==> src/rtl/bmpu_pkg.sv <==
`timescale 1ns / 1ps

package bmpu_pkg;

    // Default row alignment of palette rows, in bytes
    localparam int ROW_ALIGN_DEF = 4;

    // Record header codes
    localparam logic [7:0] OBJ_ID       = 8'd20;
    localparam logic [7:0] TYPE_PLAIN   = 8'd1;
    localparam logic [7:0] TYPE_PALETTE = 8'd2;
    localparam logic [7:0] TYPE_RGB565  = 8'd4;

    // Field widths
    localparam int COORD_W = 17;
    localparam int VALUE_W = 16;
    localparam int DATA_W  = 8;
    // Output tdata: x, y, value packed and filled up to whole bytes
    localparam int OUT_TDATA_W = ((2 * COORD_W + VALUE_W + 7) / 8) * 8;

    // Result kind codes
    typedef enum logic [1:0] {
        KIND_PIXEL    = 2'd0,
        KIND_REJECT   = 2'd1,
        KIND_NO_PIXEL = 2'd2
    } t_kind;

    // One input byte of the record
    typedef struct packed {
        logic [DATA_W-1:0] data_byte;
        logic              record_start;
    } t_item;

    // One result item
    typedef struct packed {
        t_kind              kind;
        logic [COORD_W-1:0] pixel_x;
        logic [COORD_W-1:0] pixel_y;
        logic [VALUE_W-1:0] pixel_value;
        logic               is_rgb565;
        logic               last_pixel;
    } t_result;

endpackage

==> src/rtl/bitmap_record_pixel_unpacker_top.sv <==
`timescale 1ns / 1ps

// Bitmap record pixel unpacker. Takes a record one byte per transfer (tuser
// marks the object id byte of a new record), parses the header (id 20, type,
// then little-endian 16-bit left, top, width, height) and emits one pixel
// write per pixel, bottom row first, left to right. Type 2 gives palette
// indices with rows padded to ROW_ALIGN bytes; type 4 gives RGB565 words.
// Rejected records and records without pixels give one status result.
// Throughput is one byte per clock while the result register is free; a byte
// passes the input register, then the decoder into the result register. The
// user writes display_mode through i_cfg_we / i_cfg_wdata only while idle; the block does not enforce it.
module bitmap_record_pixel_unpacker_top #(
    parameter int ROW_ALIGN = bmpu_pkg::ROW_ALIGN_DEF
) (
    input  logic        i_clk,
    input  logic        i_rst_n,
    input  logic        i_cfg_we,
    input  logic        i_cfg_wdata,
    input  logic        s_axis_tvalid,
    output logic        s_axis_tready,
    input  logic [7:0]  s_axis_tdata,   // [7:0] data_byte
    input  logic        s_axis_tuser,   // [0] record_start
    output logic        m_axis_tvalid,
    input  logic        m_axis_tready,
    output logic [bmpu_pkg::OUT_TDATA_W-1:0] m_axis_tdata,
                                        // [16:0] pixel_x, [33:17] pixel_y,
                                        // [49:34] pixel_value, rest zero
    output logic [2:0]  m_axis_tuser,   // [1:0] kind, [2] is_rgb565
    output logic        m_axis_tlast    // last_pixel
);

    localparam int CW = bmpu_pkg::COORD_W;
    localparam int VW = bmpu_pkg::VALUE_W;

    logic              r_display_mode;
    bmpu_pkg::t_item   w_in_item;
    bmpu_pkg::t_item   w_st_item;
    logic              w_st_valid;
    logic              w_out_free;
    logic              w_fire;
    logic              w_res_valid;
    bmpu_pkg::t_result w_res;
    bmpu_pkg::t_result w_out_res;

    // Configuration register
    always_ff @(posedge i_clk) begin
        if (!i_rst_n) begin
            r_display_mode <= 1'b0;
        end else if (i_cfg_we) begin
            r_display_mode <= i_cfg_wdata;
        end
    end

    assign w_in_item.data_byte    = s_axis_tdata;
    assign w_in_item.record_start = s_axis_tuser;

    bmpu_in_stage u_in_stage (
        .i_clk   (i_clk),
        .i_rst_n (i_rst_n),
        .i_valid (s_axis_tvalid),
        .o_ready (s_axis_tready),
        .i_item  (w_in_item),
        .o_valid (w_st_valid),
        .i_take  (w_fire),
        .o_item  (w_st_item)
    );

    // A held byte is decoded when the result register can take its result
    assign w_fire = w_st_valid && w_out_free;

    bmpu_decoder #(
        .ROW_ALIGN (ROW_ALIGN)
    ) u_decoder (
        .i_clk          (i_clk),
        .i_rst_n        (i_rst_n),
        .i_display_mode (r_display_mode),
        .i_fire         (w_fire),
        .i_item         (w_st_item),
        .o_res_valid    (w_res_valid),
        .o_res          (w_res)
    );

    bmpu_out_stage u_out_stage (
        .i_clk   (i_clk),
        .i_rst_n (i_rst_n),
        .i_load  (w_fire && w_res_valid),
        .i_res   (w_res),
        .i_ready (m_axis_tready),
        .o_free  (w_out_free),
        .o_valid (m_axis_tvalid),
        .o_res   (w_out_res)
    );

    // Output packing
    assign m_axis_tdata = {{(bmpu_pkg::OUT_TDATA_W - 2 * CW - VW){1'b0}},
                           w_out_res.pixel_value, w_out_res.pixel_y, w_out_res.pixel_x};
    assign m_axis_tuser = {w_out_res.is_rgb565, w_out_res.kind};
    assign m_axis_tlast = w_out_res.last_pixel;

endmodule

==> src/rtl/bmpu_in_stage.sv <==
`timescale 1ns / 1ps

// Input register: holds one byte until the decoder takes it
module bmpu_in_stage (
    input  logic             i_clk,
    input  logic             i_rst_n,
    input  logic             i_valid,
    output logic             o_ready,
    input  bmpu_pkg::t_item  i_item,
    output logic             o_valid,
    input  logic             i_take,
    output bmpu_pkg::t_item  o_item
);

    logic            r_valid;
    bmpu_pkg::t_item r_item;

    // Free when empty or when the held byte leaves this cycle
    assign o_ready = !r_valid || i_take;
    assign o_valid = r_valid;
    assign o_item  = r_item;

    always_ff @(posedge i_clk) begin
        if (!i_rst_n) begin
            r_valid <= 1'b0;
        end else if (o_ready) begin
            r_valid <= i_valid;
        end
    end

    // Payload needs no reset
    always_ff @(posedge i_clk) begin
        if (o_ready && i_valid) begin
            r_item <= i_item;
        end
    end

endmodule

==> src/rtl/bmpu_decoder.sv <==
`timescale 1ns / 1ps

// Header parser and pixel sequencer: one byte per fire, at most one result
module bmpu_decoder #(
    parameter int ROW_ALIGN = bmpu_pkg::ROW_ALIGN_DEF
) (
    input  logic              i_clk,
    input  logic              i_rst_n,
    input  logic              i_display_mode,
    input  logic              i_fire,
    input  bmpu_pkg::t_item   i_item,
    output logic              o_res_valid,
    output bmpu_pkg::t_result o_res
);

    localparam int PAD_W = (ROW_ALIGN > 2) ? $clog2(ROW_ALIGN) : 1;
    localparam int CW    = bmpu_pkg::COORD_W;

    typedef enum logic [3:0] {
        PH_IDLE, PH_TYPE, PH_L0, PH_L1, PH_T0, PH_T1,
        PH_W0, PH_W1, PH_H0, PH_H1, PH_PIX, PH_PAD
    } t_phase;

    t_phase      r_phase,  n_phase;
    logic [2:0]  r_type,   n_type;
    logic [15:0] r_left,   n_left;
    logic [15:0] r_top,    n_top;
    logic [15:0] r_width,  n_width;
    logic [15:0] r_height, n_height;
    logic [15:0] r_col,    n_col;
    logic [15:0] r_row,    n_row;
    logic [PAD_W-1:0] r_pad, n_pad;
    logic [PAD_W-1:0] r_mod, n_mod;
    logic [7:0]  r_low,    n_low;
    logic        r_hold,   n_hold;

    logic [7:0]       w_b;
    logic [CW-1:0]    w_x;
    logic [CW-1:0]    w_y;
    logic [15:0]      w_col_inc;
    logic [15:0]      w_row_inc;
    logic [PAD_W-1:0] w_mod_inc;
    logic [PAD_W-1:0] w_row_pad;
    logic             w_is_rgb;
    logic             w_type_ok;

    assign w_b       = i_item.data_byte;
    assign w_x       = {1'b0, r_left} + {1'b0, r_col};
    assign w_y       = {1'b0, r_top} + {1'b0, r_height} - CW'(1) - {1'b0, r_row};
    assign w_col_inc = r_col + 16'd1;
    assign w_row_inc = r_row + 16'd1;
    // Column position within the alignment unit, after this byte
    assign w_mod_inc = (r_mod == PAD_W'(ROW_ALIGN - 1)) ? '0 : r_mod + PAD_W'(1);
    assign w_row_pad = (w_mod_inc == '0) ? '0 : PAD_W'(ROW_ALIGN) - w_mod_inc;
    assign w_is_rgb  = (r_type == bmpu_pkg::TYPE_RGB565[2:0]);
    assign w_type_ok = i_display_mode
                     ? (w_b == bmpu_pkg::TYPE_PALETTE || w_b == bmpu_pkg::TYPE_RGB565)
                     : (w_b == bmpu_pkg::TYPE_PLAIN);

    // Next state and result
    always_comb begin
        n_phase  = r_phase;
        n_type   = r_type;
        n_left   = r_left;
        n_top    = r_top;
        n_width  = r_width;
        n_height = r_height;
        n_col    = r_col;
        n_row    = r_row;
        n_pad    = r_pad;
        n_mod    = r_mod;
        n_low    = r_low;
        n_hold   = r_hold;
        o_res_valid = 1'b0;
        o_res       = '0;
        o_res.kind  = bmpu_pkg::KIND_PIXEL;

        if (i_fire) begin
            if (i_item.record_start) begin
                n_hold = 1'b0;
                n_low  = '0;
                if (w_b != bmpu_pkg::OBJ_ID) begin
                    n_phase     = PH_IDLE;
                    o_res_valid = 1'b1;
                    o_res.kind  = bmpu_pkg::KIND_REJECT;
                end else begin
                    n_phase = PH_TYPE;
                end
            end else begin
                unique case (r_phase)
                    PH_TYPE: begin
                        if (!w_type_ok) begin
                            n_phase     = PH_IDLE;
                            o_res_valid = 1'b1;
                            o_res.kind  = bmpu_pkg::KIND_REJECT;
                        end else begin
                            n_type  = w_b[2:0];
                            n_phase = PH_L0;
                        end
                    end
                    PH_L0: begin n_left[7:0]    = w_b; n_left[15:8] = '0;   n_phase = PH_L1; end
                    PH_L1: begin n_left[15:8]   = w_b;                      n_phase = PH_T0; end
                    PH_T0: begin n_top[7:0]     = w_b; n_top[15:8] = '0;    n_phase = PH_T1; end
                    PH_T1: begin n_top[15:8]    = w_b;                      n_phase = PH_W0; end
                    PH_W0: begin n_width[7:0]   = w_b; n_width[15:8] = '0;  n_phase = PH_W1; end
                    PH_W1: begin n_width[15:8]  = w_b;                      n_phase = PH_H0; end
                    PH_H0: begin n_height[7:0]  = w_b; n_height[15:8] = '0; n_phase = PH_H1; end
                    PH_H1: begin
                        n_height[15:8] = w_b;
                        n_col  = '0;
                        n_row  = '0;
                        n_pad  = '0;
                        n_mod  = '0;
                        n_hold = 1'b0;
                        n_low  = '0;
                        if (r_type == bmpu_pkg::TYPE_PLAIN[2:0] || r_width == '0
                                || {w_b, r_height[7:0]} == 16'd0) begin
                            n_phase     = PH_IDLE;
                            o_res_valid = 1'b1;
                            o_res.kind  = bmpu_pkg::KIND_NO_PIXEL;
                        end else begin
                            n_phase = PH_PIX;
                        end
                    end
                    PH_PAD: begin
                        n_pad = r_pad - PAD_W'(1);
                        if (r_pad == PAD_W'(1)) begin
                            n_phase = PH_PIX;
                        end
                    end
                    PH_PIX: begin
                        if (w_is_rgb && !r_hold) begin
                            // Low byte of an RGB565 word: hold it
                            n_low  = w_b;
                            n_hold = 1'b1;
                        end else begin
                            n_hold = 1'b0;
                            n_low  = '0;
                            o_res_valid       = 1'b1;
                            o_res.kind        = bmpu_pkg::KIND_PIXEL;
                            o_res.pixel_x     = w_x;
                            o_res.pixel_y     = w_y;
                            o_res.pixel_value = w_is_rgb ? {w_b, r_low} : {8'd0, w_b};
                            o_res.is_rgb565   = w_is_rgb;
                            if (w_col_inc >= r_width) begin
                                // End of row
                                n_col = '0;
                                n_mod = '0;
                                n_row = w_row_inc;
                                if (w_row_inc >= r_height) begin
                                    o_res.last_pixel = 1'b1;
                                    n_phase          = PH_IDLE;
                                end else if (r_type == bmpu_pkg::TYPE_PALETTE[2:0]) begin
                                    n_pad = w_row_pad;
                                    if (w_row_pad != '0) begin
                                        n_phase = PH_PAD;
                                    end
                                end
                            end else begin
                                n_col = w_col_inc;
                                n_mod = w_mod_inc;
                            end
                        end
                    end
                    default: begin
                        // Idle: byte ignored
                    end
                endcase
            end
        end
    end

    always_ff @(posedge i_clk) begin
        if (!i_rst_n) begin
            r_phase  <= PH_IDLE;
            r_type   <= '0;
            r_left   <= '0;
            r_top    <= '0;
            r_width  <= '0;
            r_height <= '0;
            r_col    <= '0;
            r_row    <= '0;
            r_pad    <= '0;
            r_mod    <= '0;
            r_low    <= '0;
            r_hold   <= 1'b0;
        end else begin
            r_phase  <= n_phase;
            r_type   <= n_type;
            r_left   <= n_left;
            r_top    <= n_top;
            r_width  <= n_width;
            r_height <= n_height;
            r_col    <= n_col;
            r_row    <= n_row;
            r_pad    <= n_pad;
            r_mod    <= n_mod;
            r_low    <= n_low;
            r_hold   <= n_hold;
        end
    end

endmodule

==> src/rtl/bmpu_out_stage.sv <==
`timescale 1ns / 1ps

// Result register toward the master side
module bmpu_out_stage (
    input  logic              i_clk,
    input  logic              i_rst_n,
    input  logic              i_load,
    input  bmpu_pkg::t_result i_res,
    input  logic              i_ready,
    output logic              o_free,
    output logic              o_valid,
    output bmpu_pkg::t_result o_res
);

    logic              r_valid;
    bmpu_pkg::t_result r_res;

    // Can take a new result when empty or when the held one transfers now
    assign o_free  = !r_valid || i_ready;
    assign o_valid = r_valid;
    assign o_res   = r_res;

    always_ff @(posedge i_clk) begin
        if (!i_rst_n) begin
            r_valid <= 1'b0;
        end else if (o_free) begin
            r_valid <= i_load;
        end
    end

    always_ff @(posedge i_clk) begin
        if (o_free && i_load) begin
            r_res <= i_res;
        end
    end

endmodule

==> config.mk <==
export PLATFORM = sky130hd
export DESIGN_NAME = bitmap_record_pixel_unpacker_top
export DESIGN_NICKNAME = d
export VERILOG_FILES = /design/src/rtl/bmpu_pkg.sv /design/src/rtl/bitmap_record_pixel_unpacker_top.sv /design/src/rtl/bmpu_in_stage.sv /design/src/rtl/bmpu_decoder.sv /design/src/rtl/bmpu_out_stage.sv
export SDC_FILE = /design/constraint.sdc
export NUM_CORES = 1
export LEC_CHECK = 0
export ABC_CLOCK_PERIOD_IN_PS = 9700
export BUFFER_PORTS_ARGS = -buffer_cell sky130_fd_sc_hd__buf_2
export CORE_MARGIN = 1.5
export CORE_UTILIZATION = 31
export CTS_CLUSTER_SIZE = 40
export DETAILED_ROUTE_END_ITERATION = 8
export SLEW_MARGIN = 25
export SYNTH_ARGS = -nofsm -noshare
export SYNTH_HDL_FRONTEND = slang
export SYNTH_SLANG_ARGS = --single-unit
==> constraint.sdc <==
create_clock -name i_clk -period 9.7 [get_ports i_clk]
set_input_delay 0 -clock i_clk [delete_from_list [all_inputs] [get_ports i_clk]]
set_output_delay 0 -clock i_clk [all_outputs]
set_load 0.01 [all_outputs]
==> impl_metrics.csv <==
group,metric,value,unit
outcome,status,"finished, final reports clean",
critical_path,cp_cell_sequence,"ha_1, and3_1, nand3_1, nor3_2, nand3_1, xnor2_1, ha_1, and4_1, o2111ai_1, o21ai_2, nand3_1, or4_1, a21oi_1",
critical_path,reg2reg_from,"u_decoder.r_col[1]$_SDFFE_PN0P_",
global_route,track_usage,15.30,%
timing,slew_headroom,33.89,%
pwr,ir_drop,0.1117,mV
min_path,min_to,"u_in_stage.o_item[2]$_DFFE_PP_",
placement,io_buffer_count,70,
timing,maxSlewViolCount,0,
timing,setup_tns,0,ns
critical_path,r2r_slack,5.46,ns
global_route,grt_max_degree,67,
global_route,grt_pass1_wl,42760,um
critical_path,path_class,"reg2reg",
global_route,antenna_found_initial,0,
cells_and_area,diodes,0,
pwr,leakage,4.506,nW
synthesis,synth_top_area_share,22.78,%
placement,gp_congestion,0.9021,
drt,drc_errors,0,
die,core-area,33360,um2
drt,ant_nets,0,
clocking,clk_path_buf_depth,2,
clocking,numCtsBuffers,17,
pwr,power_density,131.9,nW/um2
synthesis,yosys-top-cells-count,"nor2_1, dfxtp_1, a21oi_1",
timing,setup_viol,0,
clocking,htree_num_levels,4,
synthesis,yosysTopAreaCell,"dfxtp_1",
synthesis,synth_warnings,0,
synthesis,ys_seq_area_share,40.87,%
min_path,min_path_type,"in2reg",
drt,dr.first_iter.drc_count,614,
synthesis,synth_most_common_cell,"nor2_1",
drt,drt_wl_total,26650,um
global_route,overflow,0,
cells_and_area,nNetsFinal,1354,
timing,worstMarginPinSlew,0.9880,ns
drt,drt-pass1-iter-count,5,
die,rows,67,
synthesis,synthCells,1198,
synthesis,syn_area_per_cell,8.730,um2
clocking,root_buffer,"clkbuf_16",
synthesis,synthesis.area,10460,um2
timing,min_period,4.242,ns
critical_path,cp-end-kind,"flop",
timing,fin_crit_sh,43.73,%
die,die_w,186.7,um
critical_path,startpoint_type,"flop",
critical_path,reg2reg_to,"u_decoder.r_row[5]$_SDFFE_PN0P_",
drt,routed-via-count,8574,
timing,worst_slack,5.458,ns
cells_and_area,drive_gt1_share,10.99,%
cells_and_area,area_delta_synth_final,13.89,%
critical_path,critPathMostFrequentCell,"nand3_1",
critical_path,path_max_fanout,14,
clocking,cts_tree,"done",
critical_path,crit_required,10.05,ns
timing,hold_viol_final,0,
placement,dp_hpwl,18680,um
critical_path,crit_path_top_delay_cell,"or4_1",
clocking,worstSkewPairLatency,0.44,ns
min_path,worstHoldPathCells,2,
drt,routedWlPerCell,15.56,um
job,drv_cap,0,
synthesis,synth_cell_types,73,
critical_path,cpPeakStageDelay,0.56,ns
clocking,clk_pin_slew,0.08,ns
critical_path,worstPathArrival,4.59,ns
die,initial_core_util,31.35,%
synthesis,ys_ff_latch,182,
synthesis,ys_async_sr_fraction,0,%
die,die_area,34850,um2
timing,max_freq,0.2358,GHz
drt,via_per_inst,5.005,
timing,skew,0.01501,ns
clocking,cts_sinks,182,
critical_path,reg2reg_depth,13,
placement,place_ws,5.527,ns
timing,rsz0062_at_grt,"false",
min_path,hold_start,"s_axis_tdata[1]",
synthesis,synth_edf_count,63,
die,die_h,186.7,um
die,ioPinCount,77,
synthesis,synth_flop_cell,"dfxtp_1",
synthesis,yosys-top-cells-area,"dfxtp_1, edfxtp_1, ha_1, a21oi_1, nor2_1",
global_route,grt_pass1_vias,7963,
-- per-stage QoR --
step | utilization, % | cells | hold WS, ns | cell area [um2] | power (mW)
2_1_floorplan | - | 1203 | 0.09887 | 10480 | 0.8624
5_1_grt | 35.70 | 1713 | 0.2619 | 11910 | 1.622
3_3_place_gp | 33.48 | 1666 | 0.1794 | 11170 | 0.8838
4_1_cts | 35.70 | 1713 | 0.2639 | 11910 | 1.587
3_5_place_dp | 33.48 | 1666 | 0.1783 | 11170 | 0.8842
6_report | 35.70 | 1713 | 0.2756 | 11910 | 1.571
-- worst max-delay path by stage --
stage | from | end | slack [ns] | depth (start not counted)
after floorplan | u_in_stage.o_item[4]$_DFFE_PP_ | u_out_stage.o_res[0]$_SDFFCE_PP0P_ | 3.55 | 6
after global placement | u_decoder.r_col[0]$_SDFFE_PN0P_ | u_decoder.r_row[5]$_SDFFE_PN0P_ | 5.56 | 13
after detailed placement | u_decoder.r_col[1]$_SDFFE_PN0P_ | u_decoder.r_row[5]$_SDFFE_PN0P_ | 5.53 | 13
after CTS | u_decoder.r_col[0]$_SDFFE_PN0P_ | u_decoder.r_row[5]$_SDFFE_PN0P_ | 5.48 | 13
after global routing | u_decoder.r_col[1]$_SDFFE_PN0P_ | u_decoder.r_row[5]$_SDFFE_PN0P_ | 5.10 | 13
final | u_decoder.r_col[1]$_SDFFE_PN0P_ | u_decoder.r_row[5]$_SDFFE_PN0P_ | 5.46 | 13
-- power breakdown --
part	leakage [nW]	switching (mW)	internal (mW)	total (mW)
registers	1.60	0.0144	0.794	0.808
clock network	0.285	0.333	0.366	0.699
logic	2.63	0.0446	0.0195	0.0641
total	4.51	0.392	1.18	1.57
-- worst max-delay path: cells and delay by family, from the launching register on --
kind	cells	cell delay, ns
AO/OA/AOI/OAI	3	0.64
XOR/XNOR	1	0.18
adder cells (fa/ha/maj)	2	0.55
flip-flops	1	0.46
AND/OR/NAND/NOR	7	2.31
-- kinds of logic (layout without fill, tap and decap cells) --
kind of cell | after synthesis | after routing | share of synthesized area, %
muxes | 6 | 6 | 0.5743
adders and majority gates | 87 | 87 | 11.70
other | 1 | 6 | 0.03586
AOI/OAI and AO/OA | 283 | 283 | 16.62
buffers and inverters | 153 | 215 | 6.018
DFF | 182 | 182 | 40.87
and+or+nand+nor | 437 | 437 | 20.09
xor gates and xnor gates | 49 | 49 | 4.103
-- flip-flops by register name, indices dropped and copies added (netlist names) --
register             count
r_display_mode           1
u_decoder.r_row         16
u_decoder.r_col         16
u_out_stage.o_valid      1
u_decoder.r_type         3
u_decoder.r_pad          2
u_in_stage.o_valid       1
u_in_stage.o_item        9
u_out_stage.o_res       54
u_decoder.r_low          8
u_decoder.r_phase        4
u_decoder.r_height      16
u_decoder.r_top         16
u_decoder.r_width       16
u_decoder.r_mod          2
u_decoder.r_hold         1
u_decoder.r_left        16
-- routing by layer --
metal / track usage (%) / vias up / wire length (um)
met5: 0 / - / 0
met4: 4.963 / 0 / 483
met3: 2.671 / 35 / 1448
met2: 22.92 / 244 / 11460
met1: 22.18 / 3995 / 13260
li1: - / 4300 / -
-- cells in the final DEF (no fill, tap or decap), types with 20 or more instances in the layout --
cell	Yosys	routed
a21oi_1	118	118
a22oi_1	20	20
buf_2	6	70
dfxtp_1	119	119
edfxtp_1	63	63
ha_1	69	69
inv_1	89	89
nand2_1	117	117
nand3_1	50	50
nor2_1	127	127
nor3_1	37	37
o21ai_0	60	60
xnor2_1	27	27
xor2_1	22	22
-- cell type report --
cell class | instances | area, um2
Timing Repair Buffer | 92 | 553.0
Inverter | 91 | 342.8
Clock buffer | 17 | 425.4
Tap cell | 448 | 560.5
Clock inverter | 15 | 163.9
Sequential cell | 182 | 4274
Multi-Input combinational cell | 868 | 5592
Fill cell | 3444 | 21450
-- repair_timing --
item	4_1_cts	5_1_grt
setup buffers	0	0
gates resized for setup	0	0
hold buffers	15	0
hold endpoints to repair	16	0
(Power assumes the default switching activity.)
